--- config.mk ---
export PLATFORM = sky130hd
export DESIGN_NAME = context_key_value_table
export DESIGN_NICKNAME = d
export VERILOG_FILES = /design/src/rtl/ckvt_pkg.sv /design/src/rtl/context_key_value_table.sv
export SDC_FILE = /design/constraint.sdc
export NUM_CORES = 2
export LEC_CHECK = 0
export ABC_CLOCK_PERIOD_IN_PS = 5640
export BUFFER_PORTS_ARGS = -buffer_cell sky130_fd_sc_hd__buf_2
export CAP_MARGIN = 15
export CELL_PAD_IN_SITES_DETAIL_PLACEMENT = 0
export CELL_PAD_IN_SITES_GLOBAL_PLACEMENT = 1
export CORE_MARGIN = 2
export CORE_UTILIZATION = 50
export CTS_CLUSTER_DIAMETER = 40
export DETAILED_ROUTE_END_ITERATION = 6
export PLACE_DENSITY_LB_ADDON = 0.1
export SLEW_MARGIN = 20
export SYNTH_ARGS = -nofsm -noshare
export SYNTH_HDL_FRONTEND = slang
export SYNTH_SLANG_ARGS = --single-unit
--- constraint.sdc ---
create_clock -name clk -period 5.64 [get_ports clk]
set_input_delay 0.846 -clock clk [delete_from_list [all_inputs] [get_ports clk]]
set_output_delay 0.846 -clock clk [all_outputs]
set_load 0.05 [all_outputs]
--- src/rtl/ckvt_pkg.sv ---
// Shared types and constants for the context key/value table.
// Holds the command and status codes and the channel payload structs.
// No dependencies.
package ckvt_pkg;

  localparam int TABLE_ENTRIES = 16;
  localparam int IDX_W = (TABLE_ENTRIES > 1) ? $clog2(TABLE_ENTRIES) : 1;

  localparam int DISP_W = 8;
  localparam int RES_W  = 29;
  localparam int CTX_W  = 32;
  localparam int DATA_W = 48;

  typedef enum logic [1:0] {
    CMD_FIND   = 2'd0,
    CMD_SAVE   = 2'd1,
    CMD_DELETE = 2'd2,
    CMD_RSVD   = 2'd3
  } cmd_t;

  typedef enum logic [1:0] {
    ST_OK        = 2'd0,
    ST_NOT_FOUND = 2'd1,
    ST_FULL      = 2'd2,
    ST_RSVD      = 2'd3
  } status_t;

  typedef struct packed {
    cmd_t                cmd;
    logic [DISP_W-1:0]   display_handle;
    logic [RES_W-1:0]    resource_id;
    logic [CTX_W-1:0]    context_id;
    logic [DATA_W-1:0]   write_data;
  } in_t;

  typedef struct packed {
    status_t             status;
    logic [DATA_W-1:0]   found_data;
  } out_t;

endpackage

--- src/rtl/context_key_value_table.sv ---
// Context key/value table: associative store keyed by display, resource and context.
// Scans the slots one per cycle with a single key comparator.
// Depends on ckvt_pkg.
//
//   channel  | ports                         | direction
//   ---------+-------------------------------+----------
//   request  | in_valid, in_stall, in_data   | in
//   result   | out_valid, out_stall, out_data| out
//
// Every command takes the transfer, passes each slot in turn through the shared key
// comparator, then commits the result.
// in_stall is high from the transfer until the result enters the output register.
// The result waits in the output register while out_stall is high; the next
// request is accepted meanwhile, and its commit waits for the register to free.
// Reset clears every slot valid bit and the control state at once.
module context_key_value_table
  import ckvt_pkg::*;
(
  input  logic clk,
  input  logic rst_n,
  input  logic in_valid,
  output logic in_stall,
  input  in_t  in_data,
  output logic out_valid,
  input  logic out_stall,
  output out_t out_data
);

  typedef enum logic [2:0] {
    S_IDLE = 3'b001,
    S_SCAN = 3'b010,
    S_RESP = 3'b100
  } state_t;

  state_t state_r, state_nxt;

  logic [TABLE_ENTRIES-1:0] valid_r, valid_nxt;
  logic [DISP_W-1:0]        slot_disp_r [TABLE_ENTRIES];
  logic [RES_W-1:0]         slot_res_r  [TABLE_ENTRIES];
  logic [CTX_W-1:0]         slot_ctx_r  [TABLE_ENTRIES];
  logic [DATA_W-1:0]        slot_data_r [TABLE_ENTRIES];

  in_t               req_r;
  logic [IDX_W-1:0]  idx_r, idx_nxt;
  logic              hit_r, hit_nxt;
  logic [IDX_W-1:0]  hit_idx_r, hit_idx_nxt;
  logic [DATA_W-1:0] hit_data_r, hit_data_nxt;
  logic              free_found_r, free_found_nxt;
  logic [IDX_W-1:0]  free_idx_r, free_idx_nxt;

  logic  out_valid_r, out_valid_nxt;
  out_t  out_data_r, out_data_nxt;

  logic  in_xfer, commit, key_match, last_slot;
  logic  wr_key, wr_data;
  logic [IDX_W-1:0] wr_idx;

  assign in_stall  = (state_r != S_IDLE);
  assign in_xfer   = in_valid && !in_stall;
  assign out_valid = out_valid_r;
  assign out_data  = out_data_r;
  assign commit    = (state_r == S_RESP) && (!out_valid_r || !out_stall);
  assign last_slot = (idx_r == IDX_W'(TABLE_ENTRIES - 1));

  // shared comparator: one slot per cycle
  assign key_match = valid_r[idx_r]
                  && (slot_disp_r[idx_r] == req_r.display_handle)
                  && (slot_res_r[idx_r]  == req_r.resource_id)
                  && (slot_ctx_r[idx_r]  == req_r.context_id);

  always_comb begin
    state_nxt      = state_r;
    idx_nxt        = idx_r;
    hit_nxt        = hit_r;
    hit_idx_nxt    = hit_idx_r;
    hit_data_nxt   = hit_data_r;
    free_found_nxt = free_found_r;
    free_idx_nxt   = free_idx_r;
    valid_nxt      = valid_r;
    out_valid_nxt  = out_valid_r;
    out_data_nxt   = out_data_r;
    wr_key         = 1'b0;
    wr_data        = 1'b0;
    wr_idx         = hit_idx_r;

    if (out_valid_r && !out_stall) begin
      out_valid_nxt = 1'b0;
    end

    case (state_r)
      S_IDLE: begin
        if (in_xfer) begin
          idx_nxt        = '0;
          hit_nxt        = 1'b0;
          free_found_nxt = 1'b0;
          state_nxt      = S_SCAN;
        end
      end
      S_SCAN: begin
        if (key_match) begin
          hit_nxt      = 1'b1;
          hit_idx_nxt  = idx_r;
          hit_data_nxt = slot_data_r[idx_r];
        end
        // keep the lowest free slot
        if (!valid_r[idx_r] && !free_found_r) begin
          free_found_nxt = 1'b1;
          free_idx_nxt   = idx_r;
        end
        if (last_slot) begin
          state_nxt = S_RESP;
        end else begin
          idx_nxt = idx_r + IDX_W'(1);
        end
      end
      S_RESP: begin
        if (commit) begin
          out_valid_nxt           = 1'b1;
          out_data_nxt.status     = ST_NOT_FOUND;
          out_data_nxt.found_data = '0;
          case (req_r.cmd)
            CMD_FIND: begin
              if (hit_r) begin
                out_data_nxt.status     = ST_OK;
                out_data_nxt.found_data = hit_data_r;
              end
            end
            CMD_SAVE: begin
              if (hit_r) begin
                wr_data             = 1'b1;
                out_data_nxt.status = ST_OK;
              end else if (free_found_r) begin
                wr_key              = 1'b1;
                wr_data             = 1'b1;
                wr_idx              = free_idx_r;
                valid_nxt[free_idx_r] = 1'b1;
                out_data_nxt.status = ST_OK;
              end else begin
                out_data_nxt.status = ST_FULL;
              end
            end
            CMD_DELETE: begin
              if (hit_r) begin
                valid_nxt[hit_idx_r] = 1'b0;
                out_data_nxt.status  = ST_OK;
              end
            end
            default: begin
              out_data_nxt.status = ST_NOT_FOUND;
            end
          endcase
          state_nxt = S_IDLE;
        end
      end
      default: begin
        state_nxt = S_IDLE;
      end
    endcase
  end

  always_ff @(posedge clk) begin
    if (!rst_n) begin
      state_r     <= S_IDLE;
      valid_r     <= '0;
      out_valid_r <= 1'b0;
    end else begin
      state_r     <= state_nxt;
      valid_r     <= valid_nxt;
      out_valid_r <= out_valid_nxt;
    end
  end

  always_ff @(posedge clk) begin
    if (in_xfer) begin
      req_r <= in_data;
    end
    idx_r        <= idx_nxt;
    hit_r        <= hit_nxt;
    hit_idx_r    <= hit_idx_nxt;
    hit_data_r   <= hit_data_nxt;
    free_found_r <= free_found_nxt;
    free_idx_r   <= free_idx_nxt;
    out_data_r   <= out_data_nxt;
  end

  // slot storage
  always_ff @(posedge clk) begin
    if (wr_key) begin
      slot_disp_r[wr_idx] <= req_r.display_handle;
      slot_res_r[wr_idx]  <= req_r.resource_id;
      slot_ctx_r[wr_idx]  <= req_r.context_id;
    end
    if (wr_data) begin
      slot_data_r[wr_idx] <= req_r.write_data;
    end
  end

  a_accept_starts_scan: assert property (@(posedge clk) disable iff (!rst_n)
    in_xfer |=> (state_r == S_SCAN) && (idx_r == '0) && !hit_r && !free_found_r)
    else $error("transfer did not start a scan at slot zero");

  a_hit_slot_valid: assert property (@(posedge clk) disable iff (!rst_n)
    ((state_r == S_SCAN || state_r == S_RESP) && hit_r) |-> valid_r[hit_idx_r])
    else $error("matched slot is not valid");

  a_full_only_when_full: assert property (@(posedge clk) disable iff (!rst_n)
    ((state_r == S_RESP) && !free_found_r) |-> (&valid_r))
    else $error("no free slot recorded while a slot is free");

  a_result_from_commit: assert property (@(posedge clk) disable iff (!rst_n)
    $rose(out_valid_r) |-> $past(state_r == S_RESP))
    else $error("result appeared without a commit");

  a_data_only_on_ok: assert property (@(posedge clk) disable iff (!rst_n)
    (out_valid_r && (out_data_r.found_data != '0)) |-> (out_data_r.status == ST_OK))
    else $error("data returned with a failing status");

endmodule
==> results.json <==
{
  "outcome": "complete, no violations",
  "netlist.top_cell.by_area": "edfxtp_1",
  "hp-class": "in -> reg",
  "required_ns": 6.20,
  "syn_inst": 3616,
  "synth_most_common_cell": "edfxtp_1",
  "die_y_um": 406,
  "path_buf_inv": 4,
  "fin_tns_setup_ns": 0,
  "synth-seq-cells": 2127,
  "seq_area_frac_synth_pct": 78.6,
  "synthTopCellsByArea": "edfxtp_1, mux4_2, mux2i_1, dfxtp_1, and2_1",
  "antenna_found_initial": 11,
  "fin_crit_sh_pct": 94.8,
  "max_stage_delay_ns": 0.79,
  "endpoint_kind": "register",
  "area_delta_synth_final_pct": 17.7,
  "min_period_ns": 5.34,
  "overflow": 0,
  "hpwl_um": 108000,
  "synth_flop_cell": "edfxtp_1",
  "r2r_setup_slack_ns": 0.30,
  "setup_viol": 0,
  "hold_viol_final": 0,
  "fmax_mhz": 187,
  "fp.dieW_um": 406,
  "place_inst": 5915,
  "ys_types": 66,
  "clk_path_buf_depth": 4,
  "initial_utilization_pct": 50.4,
  "htreeDepth": 5,
  "power_density_mw_per_mm2": 396,
  "clock-skew-final_ns": 0.0623,
  "p_int_mw": 29.4,
  "yosysWarningCount": 0,
  "cts-root-buf": "clkbuf_16",
  "fillers": 11263,
  "avgSynthCellArea_um2": 22.4,
  "p_sw_share_pct": 22.1,
  "worst_pin_slew_ns": 1.16,
  "syn-num-nets": 3740,
  "layout.nets": 4185,
  "clk_latency_ns": 0.91,
  "grt_pass1_wl_um": 289000,
  "rsz0062_at_grt": "false",
  "numCtsBuffers": 303,
  "crit_type": "reg -> reg",
  "critical_path.top_delay_family": "simple AND/OR/NAND/NOR gates",
  "first_global_vias": 40757,
  "p_leak_nw": 30.3,
  "slew_viol_final": 0,
  "finalWeightedCongestion": 0.833,
  "drtPass1Iterations": 5,
  "synth_enable_flop_cells": 2103,
  "drt-total-wl_um": 201000,
  "pwr-share-seq_pct": 47.2,
  "p_comb_share_pct": 5.0,
  "portBuffers": 174,
  "drc_errors": 0,
  "async_flop_share_pct": 0,
  "stdcell_count": 6446,
  "crit_chain": "buf_4 > mux4_2 > mux2i_1 > a211oi_1 > a2111oi_0 > nand4_1 > nor4_1 > nand4_1 > buf_4 > nor2_4 > buf_12 > buf_4",
  "routedWlPerCell_um": 31.2,
  "track_usage_pct": 24.6,
  "dieArea_mm2": 0.165,
  "worst_slack_ns": 0.295,
  "cts_sinks": 2127,
  "ant_nets": 0,
  "cts_tree": "done",
  "worstPathMaxFanout": 33,
  "cp-start-kind": "register",
  "layout-drive-gt1-share_pct": 30.4,
  "yosysTopAreaCellShare_pct": 78.0,
  "pwr-share-clk_pct": 47.7,
  "path_common_cell": "buf_4",
  "p_switching_mw": 8.33,
  "pre_cts_ws_ns": 0.150,
  "clk_pin_slew_ns": 0.06,
  "vias_per_cell": 6.03,
  "placeableCoreArea_mm2": 0.161,
  "max_cap_viol_count": 0,
  "design.portCount": 175,
  "synth_area_mm2": 0.0809,
  "max_slew_margin_pct": 22.2,
  "irDropWorstVdd_mv": 0.263,
  "antenna_cells": 0,
  "vias": 38885,
  "grt_max_degree": 140,
  "rows": 147,
  "critPathArrivalTime_ns": 5.91,
  "synth_common_cells": "edfxtp_1, mux4_2, mux2i_1, nand2_1, nor2_1",
  "cts_hold_buffers": 0,
  "drtIter0Drc": 4051,
  "slowest_stage": "a2111oi_0"
}
## power by group through the flow
stage                     Clock, mW  Combinational, mW  Sequential, mW
after floorplan                   0               1.33            18.0
after global placement            0               1.89            18.1
after detailed placement          0               1.90            18.2
after CTS                      18.3               1.91            17.8
after global routing           19.0               2.01            17.9
final                          18.0               1.89            17.8
## sequential cells by signal, summed over array words and instances, names as in the netlist, named ones only
signal,count
valid_r,16
slot_res_r,464
slot_ctx_r,512
free_found_r,1
idx_r,4
req_r,119
hit_r,1
slot_data_r,768
free_idx_r,4
hit_data_r,48
hit_idx_r,4
out_valid,1
state_r,3
out_data,50
slot_disp_r,128
## layer usage
| layer | track usage, % | share of wire (%) | up-vias |
|---|---|---|---|
| met5 | 0 | 0.0065 | - |
| met4 | 8.04 | 3.1 | 2 |
| met3 | 3.85 | 5.6 | 399 |
| met2 | 40.2 | 50 | 1416 |
| met1 | 34.3 | 42 | 20870 |
| li1 | - | - | 16198 |
## worst paths after layout
path,from,endpoint,depth (start not counted)
worst max-delay path,register,hit_idx_r[3],12
worst min-delay path,in_data[67],req_r[67],1
worst min register to register,valid_r[8],valid_r[8],2
worst max register to register,register,hit_idx_r[3],12
## what timing repair did
item	4_1_cts	5_1_grt
setup endpoints to repair	0	46
setup buffers	0	1
gates resized for setup	0	0
## through the flow
stage	total power, mW	hold WS (ns)	cell area (um2)	utilization, %
6_report	37.7	0.112	95300	59.3
5_1_grt	38.8	0.0707	95300	59.3
4_1_cts	38.1	0.0491	95200	59.3
3_5_place_dp	20.1	0.487	85500	53.3
3_3_place_gp	20.0	0.467	85500	53.2
2_1_floorplan	19.3	0.443	80900	-
## cells in the final DEF, fill, tap and decap left out, types with 13 or more instances in the layout
| master | n |
|---|---|
| clkinv_1 | 38 |
| dfxtp_1 | 20 |
| clkinvlp_4 | 28 |
| inv_1 | 20 |
| nand2_1 | 89 |
| xnor2_1 | 34 |
| edfxtp_1 | 2103 |
| nor2b_1 | 22 |
| mux4_2 | 458 |
| clkinv_4 | 22 |
| buf_4 | 84 |
| mux2i_1 | 148 |
| clkinv_2 | 32 |
| and2_1 | 55 |
| a21oi_1 | 33 |
| nor2_4 | 33 |
| buf_12 | 49 |
| nand3_1 | 19 |
| nand2b_1 | 13 |
| clkbuf_16 | 310 |
| inv_6 | 40 |
| buf_2 | 174 |
| a22oi_1 | 36 |
| a221oi_1 | 25 |
| nor3_1 | 25 |
| xor2_1 | 25 |
| o21ai_0 | 39 |
| a22o_1 | 15 |
| inv_8 | 13 |
| a21boi_0 | 17 |
| bufinv_16 | 19 |
| nor2_1 | 46 |
| clkbuf_1 | 26 |
| mux2_2 | 17 |
## cell type report
class	instances	area (um2)	share of cell area, %
flip-flops and latches	2127	63600	66.8
clock buffers	338	7880	8.27
clock inverters	192	1790	1.88
well taps	2160	2700	2.84
multi-input cells	1296	16600	17.4
repair buffers	309	2540	2.66
inverters	24	95.1	0.0998
## cells by family (layout without fill, tap and decap cells)
group / count (synthesis) / in the layout / synth area share (%)
AOI/OAI and AO/OA: 250 / 250 / 2.18
xor gates and xnor gates: 59 / 59 / 0.638
adders and majority gates: 1 / 1 / 0.0155
buffers and inverters: 193 / 863 / 1.23
DFF: 2127 / 2127 / 78.6
muxes: 633 / 633 / 15.1
and+or+nand+nor: 353 / 353 / 2.17
(Power assumes the default switching activity.)
